===== src/rtl/dbe_pkg.sv =====
// ----------------------------------------------------------------------------
// dbe_pkg
// Shared widths, codes and types for the multi-channel debouncer.
// ----------------------------------------------------------------------------
package dbe_pkg;

    localparam int PIN_W   = 6;
    localparam int LEVEL_W = 6;
    localparam int EVENT_W = 4;
    localparam int COUNT_W = 8;

    localparam logic [EVENT_W-1:0] EV_NONE       = 4'd0;
    localparam logic [COUNT_W-1:0] SAMPLES_RESET = 8'd3;

    typedef logic [EVENT_W-1:0] event_code_t;
    typedef logic [COUNT_W-1:0] count_t;

    // per-tick status handed out by each cell
    typedef struct packed {
        logic        level;  // debounced level after this tick
        logic        took;   // level changed on this tick
        event_code_t code;   // winning event so far along the row
    } dbe_cell_out_t;

endpackage


===== src/rtl/dbe_cell.sv =====
// ----------------------------------------------------------------------------
// dbe_cell
// One debounce channel: held level, run counter and event hand-on.
// ----------------------------------------------------------------------------
module dbe_cell
    import dbe_pkg::*;
#(
    parameter logic [EVENT_W-1:0] ON_CODE  = 4'd1,
    parameter logic [EVENT_W-1:0] OFF_CODE = 4'd7
) (
    input  logic          aclk,
    input  logic          aresetn,
    input  logic          advance,
    input  logic          raw_active,
    input  count_t        sample_count,
    input  event_code_t   code_in,
    output dbe_cell_out_t cell_out
);

    logic   level_reg, level_next;
    count_t count_reg, count_next;
    count_t count_inc;
    logic   differ;
    logic   take;

    assign differ    = raw_active != level_reg;
    assign count_inc = count_reg + count_t'(1);
    assign take      = differ && (count_inc == sample_count);

    always_comb begin
        level_next = take ? raw_active : level_reg;
        count_next = (differ && !take) ? count_inc : '0;
    end

    always_comb begin
        cell_out.level = level_next;
        cell_out.took  = take;
        cell_out.code  = take ? (raw_active ? ON_CODE : OFF_CODE) : code_in;
    end

    always_ff @(posedge aclk) begin
        if (!aresetn) begin
            level_reg <= 1'b0;
            count_reg <= '0;
        end else if (advance) begin
            level_reg <= level_next;
            count_reg <= count_next;
        end
    end

endmodule


===== src/rtl/multi_channel_debounce_edge_events.sv =====
// ----------------------------------------------------------------------------
// multi_channel_debounce_edge_events
// Row of counter debounce cells on active-low pins, reporting the
// highest-numbered level change of each sample as an on/off event.
//
//   channel  | ports                                   | role
//   ---------+-----------------------------------------+---------------------
//   s_       | s_valid s_ready s_pin_levels            | pin sample in
//   m_       | m_valid m_ready m_event_code            | event and levels out
//            | m_debounced_levels                      |
//   cfg_     | cfg_valid cfg_ready cfg_sample_count    | sample count write
//
// One sample per cycle; each transaction yields one result, registered in
// the output register for the next cycle. The event passes along the cell
// row in the same cycle. Input stalls only while the output register is full
// and not taken. Sync reset clears cell levels and counters, sample count 3.
// ----------------------------------------------------------------------------
module multi_channel_debounce_edge_events
    import dbe_pkg::*;
#(
    parameter int CHANNELS = 6
) (
    input  logic               aclk,
    input  logic               aresetn,
    input  logic               s_valid,
    output logic               s_ready,
    input  logic [PIN_W-1:0]   s_pin_levels,
    output logic               m_valid,
    input  logic               m_ready,
    output logic [EVENT_W-1:0] m_event_code,
    output logic [LEVEL_W-1:0] m_debounced_levels,
    input  logic               cfg_valid,
    output logic               cfg_ready,
    input  logic [COUNT_W-1:0] cfg_sample_count
);

    count_t             sample_count_reg;
    logic               out_valid_reg;
    event_code_t        code_reg;
    logic [LEVEL_W-1:0] levels_reg;
    logic [LEVEL_W-1:0] levels_next;
    logic               accept;
    logic [CHANNELS-1:0] raw_active;
    logic [CHANNELS-1:0] level_vec;
    logic [CHANNELS-1:0] took_vec;
    dbe_cell_out_t       cell_out [CHANNELS];
    event_code_t         chain_code [CHANNELS+1];

    assign cfg_ready = 1'b1;
    assign s_ready   = !out_valid_reg || m_ready;
    assign accept    = s_valid && s_ready;

    always_ff @(posedge aclk) begin
        if (!aresetn) begin
            sample_count_reg <= SAMPLES_RESET;
        end else if (cfg_valid) begin
            sample_count_reg <= cfg_sample_count;
        end
    end

    assign chain_code[0] = EV_NONE;

    for (genvar i = 0; i < CHANNELS; i++) begin : g_cell
        // pins beyond the port read as active
        if (i < PIN_W) begin : g_pin
            assign raw_active[i] = ~s_pin_levels[i];
        end else begin : g_nopin
            assign raw_active[i] = 1'b1;
        end

        dbe_cell #(
            .ON_CODE  (EVENT_W'(i + 1)),
            .OFF_CODE (EVENT_W'(CHANNELS + i + 1))
        ) u_cell (
            .aclk         (aclk),
            .aresetn      (aresetn),
            .advance      (accept),
            .raw_active   (raw_active[i]),
            .sample_count (sample_count_reg),
            .code_in      (chain_code[i]),
            .cell_out     (cell_out[i])
        );

        assign chain_code[i+1] = cell_out[i].code;
        assign level_vec[i]    = cell_out[i].level;
        assign took_vec[i]     = cell_out[i].took;
    end

    for (genvar k = 0; k < LEVEL_W; k++) begin : g_lvl
        if (k < CHANNELS) begin : g_ch
            assign levels_next[k] = level_vec[k];
        end else begin : g_none
            assign levels_next[k] = 1'b0;
        end
    end

    always_ff @(posedge aclk) begin
        if (!aresetn) begin
            out_valid_reg <= 1'b0;
        end else if (accept) begin
            out_valid_reg <= 1'b1;
        end else if (m_ready) begin
            out_valid_reg <= 1'b0;
        end
    end

    always_ff @(posedge aclk) begin
        if (accept) begin
            code_reg   <= chain_code[CHANNELS];
            levels_reg <= levels_next;
        end
    end

    assign m_valid            = out_valid_reg;
    assign m_event_code       = code_reg;
    assign m_debounced_levels = levels_reg;

    a_result_follows: assert property (@(posedge aclk) disable iff (!aresetn)
        accept |=> m_valid)
        else $error("transaction accepted without a result");

    a_no_change_no_event: assert property (@(posedge aclk) disable iff (!aresetn)
        (accept && !(|took_vec)) |=> (m_event_code == EV_NONE))
        else $error("event reported without a level change");

    a_levels_hold: assert property (@(posedge aclk) disable iff (!aresetn)
        (m_valid && !accept) |=> $stable({m_event_code, m_debounced_levels}))
        else $error("debounced levels moved without a transaction");

    a_ready_when_empty: assert property (@(posedge aclk) disable iff (!aresetn)
        !m_valid |-> s_ready)
        else $error("input stalled with empty output register");

endmodule

===== config.mk =====
export PLATFORM = sky130hd
export DESIGN_NAME = multi_channel_debounce_edge_events
export DESIGN_NICKNAME = d
export VERILOG_FILES = /design/src/rtl/dbe_pkg.sv /design/src/rtl/dbe_cell.sv /design/src/rtl/multi_channel_debounce_edge_events.sv
export SDC_FILE = /design/constraint.sdc
export NUM_CORES = 1
export LEC_CHECK = 0
export ABC_CLOCK_PERIOD_IN_PS = 9800
export BUFFER_PORTS_ARGS = -buffer_cell sky130_fd_sc_hd__buf_4
export CAP_MARGIN = 20
export CORE_MARGIN = 2
export CORE_UTILIZATION = 67
export DETAILED_ROUTE_END_ITERATION = 8
export PLACE_DENSITY = 0.87
export SLEW_MARGIN = 20
export SYNTH_ARGS = -nofsm -noshare
export SYNTH_HDL_FRONTEND = slang
export SYNTH_HIERARCHICAL = 1
export SYNTH_SLANG_ARGS = --single-unit

===== constraint.sdc =====
create_clock -name aclk -period 9.8 [get_ports aclk]
set_clock_uncertainty 0.05 [all_clocks]
set_input_delay 0.49 -clock aclk [delete_from_list [all_inputs] [get_ports aclk]]
set_output_delay 0.49 -clock aclk [all_outputs]
set_load 0.005 [all_outputs]

==> results.json, run 1 <==
{
  "floorplan.io_pins": 32,
  "synthToLayoutAreaGrowth_pct": 6.58,
  "post-cts-setup-buffer-count": 0,
  "grt_antenna_before_repair": 0,
  "critical_path.cell_chain": "nand3_1, or3_1, a2111o_1, nor4_4, and2b_1, o22a_1, o21ai_0, o211ai_1, o21ai_0, o211ai_1, a21boi_1, o22a_1, a21boi_1, o22a_1, o21ai_0, o211ai_1",
  "synthesis.instances": 589,
  "p_leak_nw": 2.04,
  "ir_drop_mv": 0.104,
  "internal_power_mw": 0.525,
  "final_core_util_pct": 72.5,
  "detail_route.drc_violations": 0,
  "ctsResizeCount": 0,
  "chipHeight_um": 91.9,
  "critical_path_required_ns": 9.96,
  "drt_first_iter_violations": 244,
  "worst_pin_slew_ns": 0.853,
  "timing.max_cap.violations": 0,
  "clk_path_buf_depth": 2,
  "worst_setup_path_start_kind": "register",
  "syn-cell-area_um2": 5170,
  "dp_hpwl_mm": 8.14,
  "number_of_buffers_added_on_ports": 30,
  "grt-ovfl-total": 0,
  "clkPwrFrac_pct": 35.7,
  "place_ws_ns": 5.95,
  "fp.dieArea_um2": 8440,
  "pwr-share-comb_pct": 19.1,
  "report.power.total_mw": 0.740,
  "ant_nets": 0,
  "drive_above_1_share_pct": 13.0,
  "route.detailed.wl_per_inst_um": 16.8,
  "groute.usage.overall_pct": 29.4,
  "yosys_warnings": 6,
  "highest_achievable_clock_rate_ghz": 0.252,
  "routed_wl_mm": 12.0,
  "finalWorstSetupSlack_ns": 5.84,
  "setup_viol_count_final": 0,
  "num_antenna_cells": 0,
  "seq_power_share_pct": 45.3,
  "firstDrtPassIters": 5,
  "ctsHoldBuffers": 0,
  "fillerInstances": 558,
  "multi_input_comb_area_um2": 3300,
  "tns_ns": 0,
  "status": "completed",
  "worst_slew_margin_rel_pct": 43.1,
  "largest_reg_flops": 48,
  "post-route-min-period_ns": 3.96,
  "final-max-slew-violation-count": 0,
  "crit_type": "register to register",
  "nNetsFinal": 630,
  "clock-root-buffer": "clkbuf_8",
  "arrival_time_at_the_worst_endpoint_ns": 4.12,
  "min_period_over_period_pct": 40.4,
  "syn_area_per_cell_um2": 8.78,
  "route.vias.total": 4427,
  "grt_setup_unrepaired": "no",
  "area_of_the_core_um2": 7610,
  "first_pass_grt_wire_length_mm": 20.1,
  "crit_buf_inv": 0,
  "switching_share_pct": 29.0,
  "floorplan.initialDensity_pct": 68.0,
  "num_rows": 32,
  "crit_path_max_fo": 10,
  "power_per_cell_area_nw_per_um2": 134,
  "critical-path-slowest-cell": "dfxtp_1",
  "report.final.hold_viol_count": 0,
  "kind_of_end_point_of_the_critical_path": "register",
  "h-tree-depth": 3,
  "clock_sink_total": 73,
  "cts_inserted_buffers": 9,
  "tritoncts": "yes",
  "place_congestion": 0.895,
  "chipWidth_um": 91.9,
  "grt_start_max_net_pins": 85,
  "regArea_um2": 1560,
  "worst_hold_path_type": "primary input to register",
  "power_dissipated_by_switching_net_loads_mw": 0.215,
  "worst_setup_hold_path_clk_slew_ns": 0.08,
  "via_per_inst": 6.22,
  "worstSkewPairLatency_ns": 0.36,
  "critical-path-max-stage-delay_ns": 0.49,
  "worst_path_dominant_cell_family": "compound AO/OA/AOI/OAI gates",
  "via_count_of_the_first_global_routing_pass": 4277
}
stage by stage:
stage	cell area, um2	hold WS, ns	instances
after detailed placement	5290	0.469	696
after floorplan	5190	0.426	594
after global routing	5510	0.301	712
after global placement	5290	0.454	696
final	5510	0.295	712
after CTS	5510	0.295	712
per-layer routing:
layer	GRT usage, %	vias up	routed length (um)
met4	10.8	0	208
met2	50.7	149	5990
li1	-	2129	-
met5	0	-	0
met3	4.19	15	509
met1	37.4	2134	5280
cell usage in the layout, fill, tap and decap left out, types with 4 or more instances in the layout:
master,n
nor3_1,30
a21oi_1,22
buf_4,31
o21ai_0,13
o22a_1,6
o211ai_1,15
inv_1,19
nand2b_1,7
and3_1,4
ha_1,6
mux2i_1,11
nor4_4,4
o21a_1,7
o21ai_1,6
and2_1,4
xor2_1,42
xnor2_1,63
a21boi_0,5
nand4_1,17
a21o_1,5
a21boi_1,9
o41ai_1,6
o31ai_1,6
conb_1,7
xnor2_2,6
nand2_1,60
edfxtp_1,10
nor2_1,6
clkbuf_8,11
or3_1,6
dfxtp_1,63
nand3_1,39
or4_1,6
nor2b_1,12
path summary, 6_finish.rpt:
path / start / depth (start not counted) / end / slack, ns
setup / recovery: g_cell[0].u_cell/count_reg[2] / 16 / m_event_code[1] / 5.84
hold / removal: cfg_sample_count[1] / 3 / sample_count_reg[1] / 0.29
setup reg to reg: g_cell[0].u_cell/count_reg[2] / 16 / m_event_code[1] / 5.84
hold reg to reg: g_cell[1].u_cell/count_reg[1] / 2 / g_cell[1].u_cell/count_reg[1] / 0.48
power by group through the flow:
stage	sequential, mW	combinational, mW	clock (mW)
3_5_place_dp	0.341	0.137	0
2_1_floorplan	0.336	0.108	0
3_3_place_gp	0.340	0.132	0
4_1_cts	0.334	0.138	0.264
6_report	0.335	0.141	0.264
5_1_grt	0.337	0.153	0.278
worst min-delay path, cell delays in order:
cell,delay (ns)
buf_4,0.07
mux2i_1,0.05
nand2_1,0.06
area by class of cell:
cell class              count  share of cell area [%]
well taps                 102                    2.31
inverters                  19                    1.29
clock inverters             4                   0.840
repair buffers             31                    4.22
clock buffers              12                    3.20
flip-flops and latches     73                    28.3
multi-input cells         471                    59.8
Power figures use the tool's default switching activity.
==> run 2: changes to the inputs <==
- ABC_CLOCK_PERIOD_IN_PS: 9800 -> 3200
- CORE_UTILIZATION: 67 -> 56
- PLACE_DENSITY: 0.87 -> 0.77
- clock period: 9.8 -> 3.2 ns (I/O delays scaled with it)
==> run 2 against run 1 <==
The run now ends with negative setup slack left. Worst hold slack lost 0.27 ns. Maximum frequency grew 22%. Non-clock buffer count grew 47. Via count increased by 2.1%. Register-to-register slack got worse by 5.9 ns. Critical endpoint unchanged. Largest cell class unchanged. Largest power group unchanged.
==> results.json, run 2 (synthesis gave the netlist of run 1 again) <==
{
  "status": "complete, but fails checks",
  "failed_checks": "negative setup slack",
  "ir_drop_mv": 0.208,
  "grt_peak_use_layer": "met2",
  "worst_hold_path_type": "primary input to register",
  "critical-path-max-stage-delay_ns": 0.36,
  "area_of_the_core_um2": 9110,
  "grt_start_max_net_pins": 43,
  "internal_power_mw": 1.51,
  "h-tree-depth": 3,
  "p_leak_nw": 2.27,
  "first_pass_grt_wire_length_mm": 20.6,
  "grt_antenna_before_repair": 0,
  "grt.met3_usage_pct": 3.48,
  "finalWorstSetupSlack_ns": -0.0517,
  "globalRouteMet1Util_pct": 32.8,
  "clk_path_buf_depth": 2,
  "drt_first_iter_violations": 260,
  "num_rows": 35,
  "num_antenna_cells": 0,
  "worst_pin_slew_ns": 0.686,
  "crit_path_max_fo": 4,
  "worst_path_dominant_cell_family": "compound AO/OA/AOI/OAI gates",
  "r2r_start": "g_cell[0].u_cell/count_reg[0]",
  "crit_buf_inv": 3,
  "drive_above_1_share_pct": 21.8,
  "chipHeight_um": 100,
  "fp.dieArea_um2": 10000,
  "pwr-share-comb_pct": 23.5,
  "worst_slew_margin_rel_pct": 53.9,
  "cts_inserted_buffers": 9,
  "floorplan.io_pins": 32,
  "worst_setup_path_start_kind": "register",
  "post_layout_nonfiller_instances": 768,
  "arrival_time_at_the_worst_endpoint_ns": 3.29,
  "timing.max_cap.violations": 0,
  "via_per_inst": 5.88,
  "highest_achievable_clock_rate_ghz": 0.308,
  "clkPwrFrac_pct": 30.2,
  "power_per_cell_area_nw_per_um2": 368,
  "largest_reg_flops": 48,
  "count_of_placed_standard_cells_including_taps": 747,
  "route.vias.total": 4519,
  "final-max-slew-violation-count": 0,
  "grt_setup_unrepaired": "yes",
  "grt-ovfl-total": 0,
  "critical-path-slowest-cell": "dfxtp_2",
  "place_congestion": 0.863,
  "switching_share_pct": 30.6,
  "post-route-min-period_ns": 3.25,
  "worst_setup_hold_path_clk_slew_ns": 0.08,
  "layout.cells.most_common": "buf_4",
  "chipWidth_um": 100,
  "firstDrtPassIters": 5,
  "tns_ns": -0.0517,
  "power_dissipated_by_switching_net_loads_mw": 0.665,
  "number_of_buffers_added_on_ports": 30,
  "via_count_of_the_first_global_routing_pass": 4388,
  "floorplan.initialDensity_pct": 56.8,
  "nNetsFinal": 677,
  "synthToLayoutAreaGrowth_pct": 14.0,
  "detail_route.drc_violations": 0,
  "tritoncts": "yes",
  "clock-root-buffer": "clkbuf_8",
  "route.detailed.wl_per_inst_um": 16.3,
  "setup_viol_count_final": 1,
  "dp_hpwl_mm": 9.30,
  "critical_path_required_ns": 3.23,
  "routed_wl_mm": 12.6,
  "report.final.hold_viol_count": 0,
  "holdCritStartpoint": "cfg_sample_count[7]",
  "kind_of_end_point_of_the_critical_path": "register",
  "worstSkewPairLatency_ns": 0.35,
  "fillerInstances": 770,
  "place_ws_ns": -0.135,
  "ant_nets": 0,
  "min_period_over_period_pct": 102,
  "crit_path_start": "g_cell[0].u_cell/count_reg[0]",
  "crit_type": "register to register",
  "clock_sink_total": 73,
  "global_route.usage.met2_pct": 43.0,
  "layout.cells.most_common_list": "76 x buf_4, 61 x xnor2_1, 60 x nand2_1",
  "seq_power_share_pct": 46.3,
  "groute.usage.overall_pct": 25.6,
  "critical_path.cell_chain": "buf_4, and2_1, nand3_1, xnor2_2, nor4_4, and2b_1, o22a_1, o41ai_1, o211ai_1, o41ai_1, o211ai_1, buf_4, o22a_1, buf_4, o22a_1, o41ai_1, o211ai_1"
}
==> run 2: cell type report <==
class                           count  area (um2)  area share (%)
Sequential cell                    73        1580            26.8
Timing Repair Buffer               78         591            10.0
Clock inverter                      5        30.0           0.509
Inverter                           19        71.3            1.21
Clock buffer                       11         141            2.40
Multi-Input combinational cell    471        3350            56.7
Tap cell                          111         139            2.35
==> run 2: layer usage <==
layer | up-vias | part of all wire, %
met5 | - | 0
met4 | 0 | 2.3
met3 | 23 | 4.7
met2 | 153 | 50
met1 | 2133 | 43
li1 | 2210 | -
==> run 2: path summary, 6_finish.rpt <==
path / to / slack, ns / depth (start not counted)
max: m_event_code[1] / -0.05 / 17
min: sample_count_reg[7] / 0.03 / 3
max reg2reg: m_event_code[1] / -0.05 / 17
min reg2reg: g_cell[1].u_cell/count_reg[0] / 0.44 / 1
==> run 2: power groups by stage <==
| stage | Combinational [mW] | Clock [mW] | Sequential, mW |
|---|---|---|---|
| floorplan | 0.335 | 0 | 1.03 |
| global placement | 0.475 | 0 | 1.03 |
| CTS | 0.500 | 0.666 | 1.01 |
| finish | 0.510 | 0.656 | 1.01 |
| detailed placement | 0.491 | 0 | 1.03 |
| global route | 0.554 | 0.713 | 1.01 |
==> run 2: worst min-delay path: stages <==
cell     delay, ns
buf_4         0.07
mux2i_1       0.06
nor2b_1       0.10
==> run 2: metrics by stage <==
step                area, um2  hold slack [ns]  total power [mW]  util, %
finish                   5900           0.0269              2.17     64.8
global route             5900           0.0194              2.28     64.8
CTS                      5850           0.0167              2.17     64.2
detailed placement       5630            0.351              1.52     61.8
global placement         5630            0.342              1.50     61.8
floorplan                5210            0.172              1.37        -
==> run 2: what timing repair did <==
action,in CTS,in global routing
hold endpoints to repair,2,0
gates resized for setup,8,13
endpoints found under the setup margin,2,2
setup buffers,2,1
pin swaps,8,7
hold buffers,2,0
